==> src/hw/rtl/brg_pkg.sv <==
package brg_pkg;

	localparam int GRID_POINTS = 64;
	localparam int IDX_W = $clog2(GRID_POINTS);
	localparam int CNT_W = IDX_W + 1;
	localparam int VAL_W = 16;
	localparam int STEP_W = 10;
	localparam int ACOEF_W = 16;
	localparam int DCOEF_W = 15;
	localparam int CFG_W = 16;

	localparam logic [1:0] REG_STEP_COUNT = 2'd0;
	localparam logic [1:0] REG_ADVECT = 2'd1;
	localparam logic [1:0] REG_DIFFUSE = 2'd2;

	localparam logic CMD_LOAD = 1'b0;
	localparam logic CMD_RUN = 1'b1;

	localparam logic [STEP_W-1:0] STEP_RST = 10'd100;
	localparam logic [ACOEF_W-1:0] ADVECT_RST = 16'd5215;
	localparam logic [DCOEF_W-1:0] DIFFUSE_RST = 15'd8322;

	typedef logic signed [VAL_W-1:0] val_t;

	// per-cell control from the sequencer
	typedef struct packed {
		logic wr;
		logic shift;
		logic tail;
	} cell_ctl_t;

	typedef enum logic [1:0] {
		PH_MUL = 2'd0,
		PH_MUL2 = 2'd1,
		PH_SUM = 2'd2
	} phase_t;

endpackage

==> src/hw/rtl/brg_cell.sv <==
module brg_cell (
	input  logic               clk,
	input  brg_pkg::cell_ctl_t ctl,
	input  brg_pkg::val_t      load_data,
	input  brg_pkg::val_t      from_right,
	input  brg_pkg::val_t      tail_data,
	output brg_pkg::val_t      q
);
	import brg_pkg::*;

	val_t q_q;

	always_ff @(posedge clk) begin
		if (ctl.wr) begin
			q_q <= load_data;
		end else if (ctl.shift) begin
			// the tail cell closes the ring
			q_q <= ctl.tail ? tail_data : from_right;
		end
	end

	assign q = q_q;

endmodule

==> config.mk <==
export PLATFORM = sky130hd
export DESIGN_NAME = brg_cell
export DESIGN_NICKNAME = d
export VERILOG_FILES = /design/src/hw/rtl/brg_pkg.sv /design/src/hw/rtl/brg_cell.sv
export SDC_FILE = /design/constraint.sdc
export NUM_CORES = 1
export LEC_CHECK = 0
export BUFFER_PORTS_ARGS = -buffer_cell sky130_fd_sc_hd__buf_2
export CORE_MARGIN = 4
export CORE_UTILIZATION = 41
export CTS_BUF_LIST = sky130_fd_sc_hd__clkbuf_16
export DETAILED_ROUTE_END_ITERATION = 6
export PLACE_DENSITY = 0.83
export SLEW_MARGIN = 40
export SYNTH_ARGS = -nofsm -noshare
export SYNTH_HDL_FRONTEND = slang
export SYNTH_SLANG_ARGS = --single-unit
==> constraint.sdc <==
create_clock -name clk -period 2.65 [get_ports clk]
set_input_delay 0.3975 -clock clk [delete_from_list [all_inputs] [get_ports clk]]
set_output_delay 0.3975 -clock clk [all_outputs]
set_load 0.005 [all_outputs]
Word level (Yosys, flattened, before mapping)
Index checks and enable logic that the tools add are counted.
Storage, ports and cells
  register bits after elaboration: 16
  output and inout port bits: 16
Operators by class
  muxes and demuxes: 3
  reduce and logical (&&, ||, !) cells: 1
Operator list (number)
  16-bit 2-to-1 mux: 3
  2-bit nonzero test: 1

Logic depth before layout (Yosys ltp)
  word-level depth: 3
  depth in mapped cells: 4

Worst setup path before layout
OpenSTA, ideal clock, no wires.
  kind: in2reg
  start: input ctl[0] in the netlist's numbering
  end: register q_q[4] (netlist: q[4]) (data pin)
  arrival: 0.882 ns
  required time: 2.385 ns
  setup slack: 1.503 ns
  stages: 4
  cell sequence: buf_6 buf_12 mux2i_1 o21ai_1
Between the ends
  word-level cells in the longest chain between the ends: 3
Ends and longest elaborated chain
  start: declaration: RTL line brg_cell.sv:3  | input brg_pkg::cell_ctl_t ctl,
  16-bit 2-to-1 mux: RTL line brg_cell.sv:18  | q_q <= ctl.tail ? tail_data : from_right;
  16-bit 2-to-1 mux: RTL line brg_cell.sv:16  | end else if (ctl.shift) begin
  16-bit 2-to-1 mux: RTL line brg_cell.sv:14  | if (ctl.wr) begin
  end signal: assignment: RTL line brg_cell.sv:15  | q_q <= load_data;
  end signal: assignment: RTL line brg_cell.sv:18
  end: declaration: RTL line brg_cell.sv:11  | val_t q_q;
No other way between the ends. The select of a mux whose other input is x is not followed.
A chain may end at the register's enable or synchronous reset.

Worst setup path in the final report
  start: input ctl[2] in the netlist's numbering
  end: register q_q[7] (netlist: q[7]) (enable)
Between the ends
  word-level cells in the longest chain between the ends: 1
Ends and longest elaborated chain
  2-bit nonzero test (no source line)
No other way between the ends.

==> flow_summary.toml <==
[run_status]
status = "finished clean"

[synth]
synth_top_area_share_pct = 57.7
yosys_warnings = 0
ys_seq_elements = 16
synth_area_sq_um = 832
synthTopCellsByArea = "edfxtp_1 58%, mux2i_1 19%, nand2_1 7.2%"
synth_common_cells = "16 x edfxtp_1, 16 x mux2i_1, 16 x nand2_1, 10 x o21ai_1, 6 x o21ai_0"
synth_top_area_cell = "edfxtp_1"
postSynthAreaPerCell_sq_um = 11.9
synth-seq-area-share_pct = 57.7
syn_nets = 122
syn_inst = 70
synth_top_flop_cell = "edfxtp_1"
synthArstFlopShare_pct = 0
ys_types = 10
synth_edf_count = 16

[finish]
layout-drive-gt1-share_pct = 52.6
largest_register_ff_count = 16
area_delta_synth_final_pct = 48.0
layout.nets = 189
antenna_cells = 0
num-fill-cells = 159

[cts]
numCtsBuffers = 3
clock_path_buffers = 2
cts.clk_slew.worst_paths_ns = 0.04
cts.root.buffer_cell = "clkbuf_16"
htree_levels = 1
cts-hold-fix-buffers = 0
cts_tree = "done"
cts.sinks = 16
cts_resized = 0
post_cts_buffers = 0

[timing]
finalSetupTns_ns = 0
final_hold_viol_count = 0
fin_crit_ns = 1.34
fin_crit_sh_pct = 50.5
relSlewSlack_pct = 67.3
setup_ws_ns = 1.31
slew_viol_final = 0
tightest_slew_ns = 0.490
setup_viol = 0
rsz0062_at_grt = "no"
fmax_ghz = 0.747

[floorplanning]
start_util_pct = 42.8
die_area_sq_um = 2810
core_area_sq_um = 1940
ios = 68
die_h_um = 53.1
placementRows = 16
fp.dieW_um = 53.1

[placed_design]
numPortBuffers = 67
hpwlAfterDp_mm = 1.64
place_ws_ns = 1.07
place_congestion = 0.624

[critical_path]
startpoint_type = "input port"
crit_slowest_cell = "or2_2"
worstSetupEndpointType = "flop"
path_class = "in2reg"
cp_max_fo = 33
path_cells = "buf_2 -> or2_2"
path_buf_inv = 1
path_delay_family = "simple AND/OR/NAND/NOR gates"
crit_arrival_ns = 1.24
cp.required_ns = 2.55
critical_path.max_stage_delay_ns = 0.44

[power_and_ir_drop]
vdd_drop_max_mv = 0.306
p_leak_nw = 0.621
powerDensity_nw_per_um2 = 583

[route]
drtAntennaViolNets = 0
vias_per_cell = 4.62
vias = 749
wl_per_cell_um = 13.3
first_pass_iters = 4
dr.first_iter.drc_count = 15
finalWirelength_mm = 2.16
drc = 0

[hold_path]
hp-class = "in2reg"

[grt]
overflow = 0
grt_max_degree = 34
grt_first_pass_wirelength_mm = 3.07
antenna_found_initial = 0
grt.total_usage_pct = 15.4
grt_pass1_vias = 718

[flow_run]
cap_violations = 0
-- layout make-up --
cell class                 count  area, sq um  area share (%)
tap                           27         33.8            2.74
timing repair buffer          67          335            27.2
multi-input combinational     49          307            24.9
sequential                    16          480            39.0
clock buffer                   3         75.1            6.10
-- path summary, 6_finish.rpt --
check     startpoint     to  slack [ns]  depth (start not counted)
max           ctl[2]   q[7]        1.31                          2
min    load_data[13]  q[13]        0.44                          3
-- cells by family (layout without fill, tap and decap cells) --
logic type	count (synthesis)	after routing	share of synthesized area [%]
buffers and inverters	5	70	5.41
AND/OR/NAND/NOR	17	17	7.97
AO/OA/AOI/OAI	16	16	9.62
multiplexers	16	16	19.2
flip-flops	16	16	57.7
-- cells in the final DEF (no fill, tap or decap), drive strengths merged --
cell type   n
buf        67
mux2i      16
nand2      16
edfxtp     16
o21ai      16
clkbuf      3
or2         1
-- layer usage --
layer | global-route usage, % | routed length (um)
met1 | 16.5 | 808
met3 | 2.82 | 232
met2 | 28.5 | 1120
met5 | 0 | 0
met4 | 7.23 | 0
-- power by group --
part | switching (mW) | internal [mW]
registers | 0.00643 | 0.314
logic | 0.0554 | 0.0637
clock network | 0.0814 | 0.197
total | 0.143 | 0.575
-- through the flow --
stage,instances,total power [mW],util [%],hold slack [ns],area [sq um]
final,162,0.718,63.4,0.442,1230
after global placement,159,0.440,59.5,0.685,1160
after global routing,162,0.748,63.4,0.448,1230
after CTS,162,0.721,63.4,0.443,1230
after floorplan,70,0.377,-,0.589,832
after detailed placement,159,0.445,59.5,0.688,1160
(Power assumes the default switching activity.)
