### src/hw/rtl/brg_pkg.sv
package brg_pkg;

	localparam int GRID_POINTS = 64;
	localparam int IDX_W = $clog2(GRID_POINTS);
	localparam int CNT_W = IDX_W + 1;
	localparam int VAL_W = 16;
	localparam int STEP_W = 10;
	localparam int ACOEF_W = 16;
	localparam int DCOEF_W = 15;
	localparam int CFG_W = 16;

	localparam logic [1:0] REG_STEP_COUNT = 2'd0;
	localparam logic [1:0] REG_ADVECT = 2'd1;
	localparam logic [1:0] REG_DIFFUSE = 2'd2;

	localparam logic CMD_LOAD = 1'b0;
	localparam logic CMD_RUN = 1'b1;

	localparam logic [STEP_W-1:0] STEP_RST = 10'd100;
	localparam logic [ACOEF_W-1:0] ADVECT_RST = 16'd5215;
	localparam logic [DCOEF_W-1:0] DIFFUSE_RST = 15'd8322;

	typedef logic signed [VAL_W-1:0] val_t;

	// per-cell control from the sequencer
	typedef struct packed {
		logic wr;
		logic shift;
		logic tail;
	} cell_ctl_t;

	typedef enum logic [1:0] {
		PH_MUL = 2'd0,
		PH_MUL2 = 2'd1,
		PH_SUM = 2'd2
	} phase_t;

endpackage

### src/hw/rtl/brg_pe.sv
module brg_pe (
	input  logic                                clk,
	input  brg_pkg::val_t                       ul,
	input  brg_pkg::val_t                       u,
	input  brg_pkg::val_t                       ur,
	input  logic [brg_pkg::ACOEF_W-1:0]         a,
	input  logic [brg_pkg::DCOEF_W-1:0]         d,
	output brg_pkg::val_t                       nv
);
	import brg_pkg::*;

	logic signed [32:0] au_s1;
	logic signed [16:0] du_s1;
	logic signed [33:0] dl_s1;
	logic signed [49:0] adv_s2;
	logic signed [33:0] dl_s2;
	logic signed [17:0] lap;
	logic signed [51:0] total;
	logic signed [25:0] r;

	assign lap = 18'(ur) - (18'(u) <<< 1) + 18'(ul);

	// inputs stay put over the three phases of a point
	always_ff @(posedge clk) begin
		au_s1 <= 33'($signed({1'b0, a})) * 33'(u);
		du_s1 <= 17'(u) - 17'(ul);
		dl_s1 <= 34'($signed({1'b0, d})) * 34'(lap);
		adv_s2 <= 50'(au_s1) * 50'(du_s1);
		dl_s2 <= dl_s1;
	end

	always_comb begin
		total = (52'(u) <<< 26) - 52'(adv_s2) + (52'(dl_s2) <<< 10)
			+ (52'sd1 <<< 25);
		r = 26'(total >>> 26);
		if (r > 26'sd32767) begin
			nv = 16'sh7fff;
		end else if (r < -26'sd32768) begin
			nv = 16'sh8000;
		end else begin
			nv = 16'(r);
		end
	end

endmodule

### config.mk
export PLATFORM = sky130hd
export DESIGN_NAME = brg_pe
export DESIGN_NICKNAME = d
export VERILOG_FILES = /design/src/hw/rtl/brg_pkg.sv /design/src/hw/rtl/brg_pe.sv
export SDC_FILE = /design/constraint.sdc
export NUM_CORES = 2
export LEC_CHECK = 0
export BUFFER_PORTS_ARGS = -buffer_cell sky130_fd_sc_hd__buf_2
export CAP_MARGIN = 5
export CORE_MARGIN = 3
export CORE_UTILIZATION = 56
export DETAILED_ROUTE_END_ITERATION = 10
export PLACE_DENSITY_LB_ADDON = 0.3
export SETUP_SLACK_MARGIN = 0.15
export SLEW_MARGIN = 20
export SYNTH_ARGS = -nofsm -noshare
export SYNTH_HDL_FRONTEND = slang
export SYNTH_SLANG_ARGS = --single-unit
### constraint.sdc
create_clock -name clk -period 29.2 [get_ports clk]
set_input_delay 2.92 -clock clk [delete_from_list [all_inputs] [get_ports clk]]
set_output_delay 2.92 -clock clk [all_outputs]
set_load 0.01 [all_outputs]
Word-level counts from Yosys, hierarchy flattened. Index checks and enable logic that the tools add are counted.

Register bits after elaboration: 168. Input port bits: 80. Output and inout port bits: 16. Logic and storage cells: 18.

$add $sub $neg: 6. $mul: 3. Order comparisons: 2. Mux-type cells: 2.

Operator list (number): adder 51 x 44 -> 52 bit (1); adder 52 x 27 -> 52 bit, second input constant (1); subtractor 42 x 50 -> 51 bit (1); multiplier 33 x 17 -> 50 bit (1); multiplier 16 x 18 -> 34 bit (1); multiplier 17 x 16 -> 33 bit (1); two-way mux 16 bit (2); > comparator 26 x 16 -> 1 bit, second input constant (1); < comparator 26 x 16 -> 1 bit, second input constant (1); adder 18 x 16 -> 18 bit (1); subtractor 16 x 17 -> 18 bit (1); subtractor 16 x 16 -> 17 bit (1).

Longest topological paths before layout.
Word-level depth: 6. Depth in mapped cells: 41. Depth with buffers taken out: 39.

Worst setup path before layout. No wires, ideal clock.

Kind: input -> register. Start: input u[0]. End: register dl_s1[32]. Setup time: 0.127 ns. Arrival: 11.477 ns. Slack: 17.596 ns. Cell stages on the path: 38. Path buffers: 2. Cell sequence: clkbuf_1 > inv_1 > fa_1 > ha_1 > nor2b_1 > o21ai_0 > a21boi_1 > o21ai_0 > a21boi_0 > o21ai_0 > a21boi_0 > o21ai_1 > nor2b_1 > xnor2_1 > clkbuf_1 > nand2_1 > fa_1 > fa_1 > (+2 left out) > fa_1 > fa_1 > inv_1 > fa_1 > inv_1 > ha_1 > a21o_1 > a21o_1 > a21o_1 > nor3_1 > inv_1 > a211o_1 > a31oi_1 > nor2b_1 > or2_2 > a311oi_1 > o21ai_0 > xor2_1.

Longest elaborated chain between the ends: 3.

Ends and longest elaborated chain: start: declaration (RTL line brg_pe.sv:4) `input brg_pkg::val_t u,`; subtractor 16 x 17 -> 18 bit (RTL line brg_pe.sv:21) `assign lap = 18'(ur) - (18'(u) <<< 1) + 18'(ul);`; adder 18 x 16 -> 18 bit (RTL line brg_pe.sv:21); multiplier 16 x 18 -> 34 bit (RTL line brg_pe.sv:27) `dl_s1 <= 34'($signed({1'b0, d})) * 34'(lap);`; end signal: assignment (RTL line brg_pe.sv:27); end: declaration (RTL line brg_pe.sv:14) `logic signed [33:0] dl_s1;`.

Every way passes these cells.

Final worst setup path. Ends and elaborated chain as after synthesis.

==> impl_metrics.ini <==
[run_status]
outcome = completed

[worst_setup_path]
crit_family = adder cells
cp_num_buf_inv = 6
crit_slowest_cell = a2111oi_0
timing.critical_path.mode_cell = fa_1
start_kind = input port
critPathRequiredTime_ns = 29.54
critPathArrivalTime_ns = 12.82
path_class = input port to flip-flop
critPathCaptureType = flip-flop
cp_slowest_stage_delay_ns = 0.70
path_max_fanout = 24

[logic_synthesis]
ys_seq_elements = 168
synth-seq-area-share = 0.07289
synth.distinct_cells = 78
synth.top_cell.area_share = 0.4495
synth_cells = 5100
synth_nets = 6631
synth_edf_count = 0
async_reset_ff_frac = 0
synth_top_cell_by_area = fa_1
synth_area_mm2 = 0.04614
syn_avg_cell_area_um2 = 9.048
synthFlopType = dfxtp_1
yosys_warnings = 0
synth_area_leaders = fa_1, ha_1, inv_1, dfxtp_1, nand2_1

[clocking]
postCtsHoldBufs = 0
cts_tree = built
clkLatencyLatePin_ns = 0.47
cts_root_buf = clkbuf_16
clk_pin_slew_worst_paths_ns = 0.08
cts_resized = 0
cts_buffers = 17
cts_setup_buffers = 0
clock_sinks = 168
htreeDepth = 4
cts_buffer_depth = 2

[placement]
dp.final_hpwl_mm = 90.54
io_buffers = 95
dp_slack_ns = 16.36
dpl_cell_area_mm2 = 0.04762
place_congestion = 0.9167
dp_cells = 6119

[detailed_routing]
first_pass_iters = 8
ant_nets = 0
drt_iter0_drc = 1940
wl_mm = 111.7
vias = 33256
viasPerCell = 5.406
post-route-drc-count = 0
wl_per_cell_um = 18.16

[sta]
skew_ns = 0.01778
setup_viol_count_final = 0
maxSlewHeadroom = 0.3078
fin_crit_sh = 0.4272
slew_violations = 0
tns_ns = 0
rsz0062_at_grt = false
tightest_slew_ns = 1.033
final-hold-violation-count = 0
max_freq_mhz = 80.16
finalCriticalPeriod_ns = 12.48
fin_ws_ns = 16.72

[global_routing]
grt_max_degree = 34
grt.total_usage = 0.2755
grt_first_pass_wirelength_mm = 187.8
grt.overflow.total = 0
antenna_found_initial = 2
grt_pass1_vias = 36195

[layout]
fin_area_mm2 = 0.04821
fin_cells = 6152
nets = 6609
drive_gt1_frac = 0.04302
layout_commonest_cell = inv_1
final_cell_mix = inv_1, fa_1, nand2_1, ha_1, and2_1
synthToLayoutAreaGrowth_pct = 4.474

[hold_path]
min_path_type = flip-flop to flip-flop

[die]
die_area_mm2 = 0.08588
design.core.area_mm2 = 0.08107
fp.dieW_um = 293.1
io_pins = 96
die_h_um = 293.1
std_cell_rows = 104
initial_utilization = 0.5692

[run]
maxCapViolCount = 0
cell usage after synthesis (7+ instances only):
cell type / n
or3_1: 9
and3_1: 23
o21ai_0: 82
a21boi_0: 13
inv_1: 1249
o21ai_2: 10
nand3b_1: 8
nand2b_1: 72
a31oi_1: 11
xor2_1: 36
a21o_1: 56
o21a_1: 17
clkbuf_1: 170
dfxtp_1: 168
xnor2_1: 122
a211oi_1: 16
nor2b_1: 26
o211ai_1: 7
nand3_1: 36
ha_1: 415
fa_1: 1036
nand2_1: 701
a21oi_1: 120
and2_1: 414
nor2_1: 90
o21bai_1: 32
nor3_1: 31
nand4_1: 11
kinds of logic (layout without fill, tap and decap cells):
family,Yosys count,in the layout,share of synthesized area
buffers and inverters,1428,1419,0.1165
xor gates and xnor gates,158,158,0.02999
DFF,168,168,0.07289
adders and majority gates,1457,1457,0.5633
AOI/OAI and AO/OA,439,439,0.06364
other,0,1,0
and+or+nand+nor,1447,1447,0.1530
muxes,3,3,0.0006779
path summary, 6_finish.rpt:
check / slack (ns) / start / depth (start not counted) / endpoint
worst max-delay path: 16.72 / u[0] / 34 / dl_s1[32]$_DFF_P_
worst min-delay path: 0.32 / dl_s1[25]$_DFF_P_ / 0 / dl_s2[25]$_DFF_P_
worst max register to register: 21.03 / du_s1[9]$_DFF_P_ / 24 / adv_s2[49]$_DFF_P_
worst min register to register: 0.32 / dl_s1[25]$_DFF_P_ / 0 / dl_s2[25]$_DFF_P_
layer usage:
layer	track usage	up-vias	share of wire
met5	0	-	0
met1	0.3623	16795	0.42
met4	0.08343	0	0.033
li1	-	15079	-
met3	0.04331	221	0.069
met2	0.4728	1161	0.48
sequential cells by signal, indices dropped and copies added, names as in the netlist:
signal,cells
dl_s2,34
au_s1,33
dl_s1,34
du_s1,17
adv_s2,50
per-stage QoR:
step                hold WS, ns  utilization
floorplan                0.3096            -
global placement         0.3098       0.5874
detailed placement       0.3121       0.5874
CTS                      0.3193       0.5945
global route             0.3294       0.5946
finish                   0.3168       0.5947
final cells by class:
cell class / instances / area, um^2
clock inverter: 15 / 156.4
fill: 7012 / 32860
inverter: 1249 / 4688
antenna: 1 / 2.502
clock buffer: 17 / 425.4
multi-input combinational: 3504 / 37440
timing repair buffer: 138 / 798.3
tap: 1060 / 1326
sequential: 168 / 3371
Power is not shown: default switching activity piles up to over one toggle a cycle in this logic, so the estimate is an artifact.
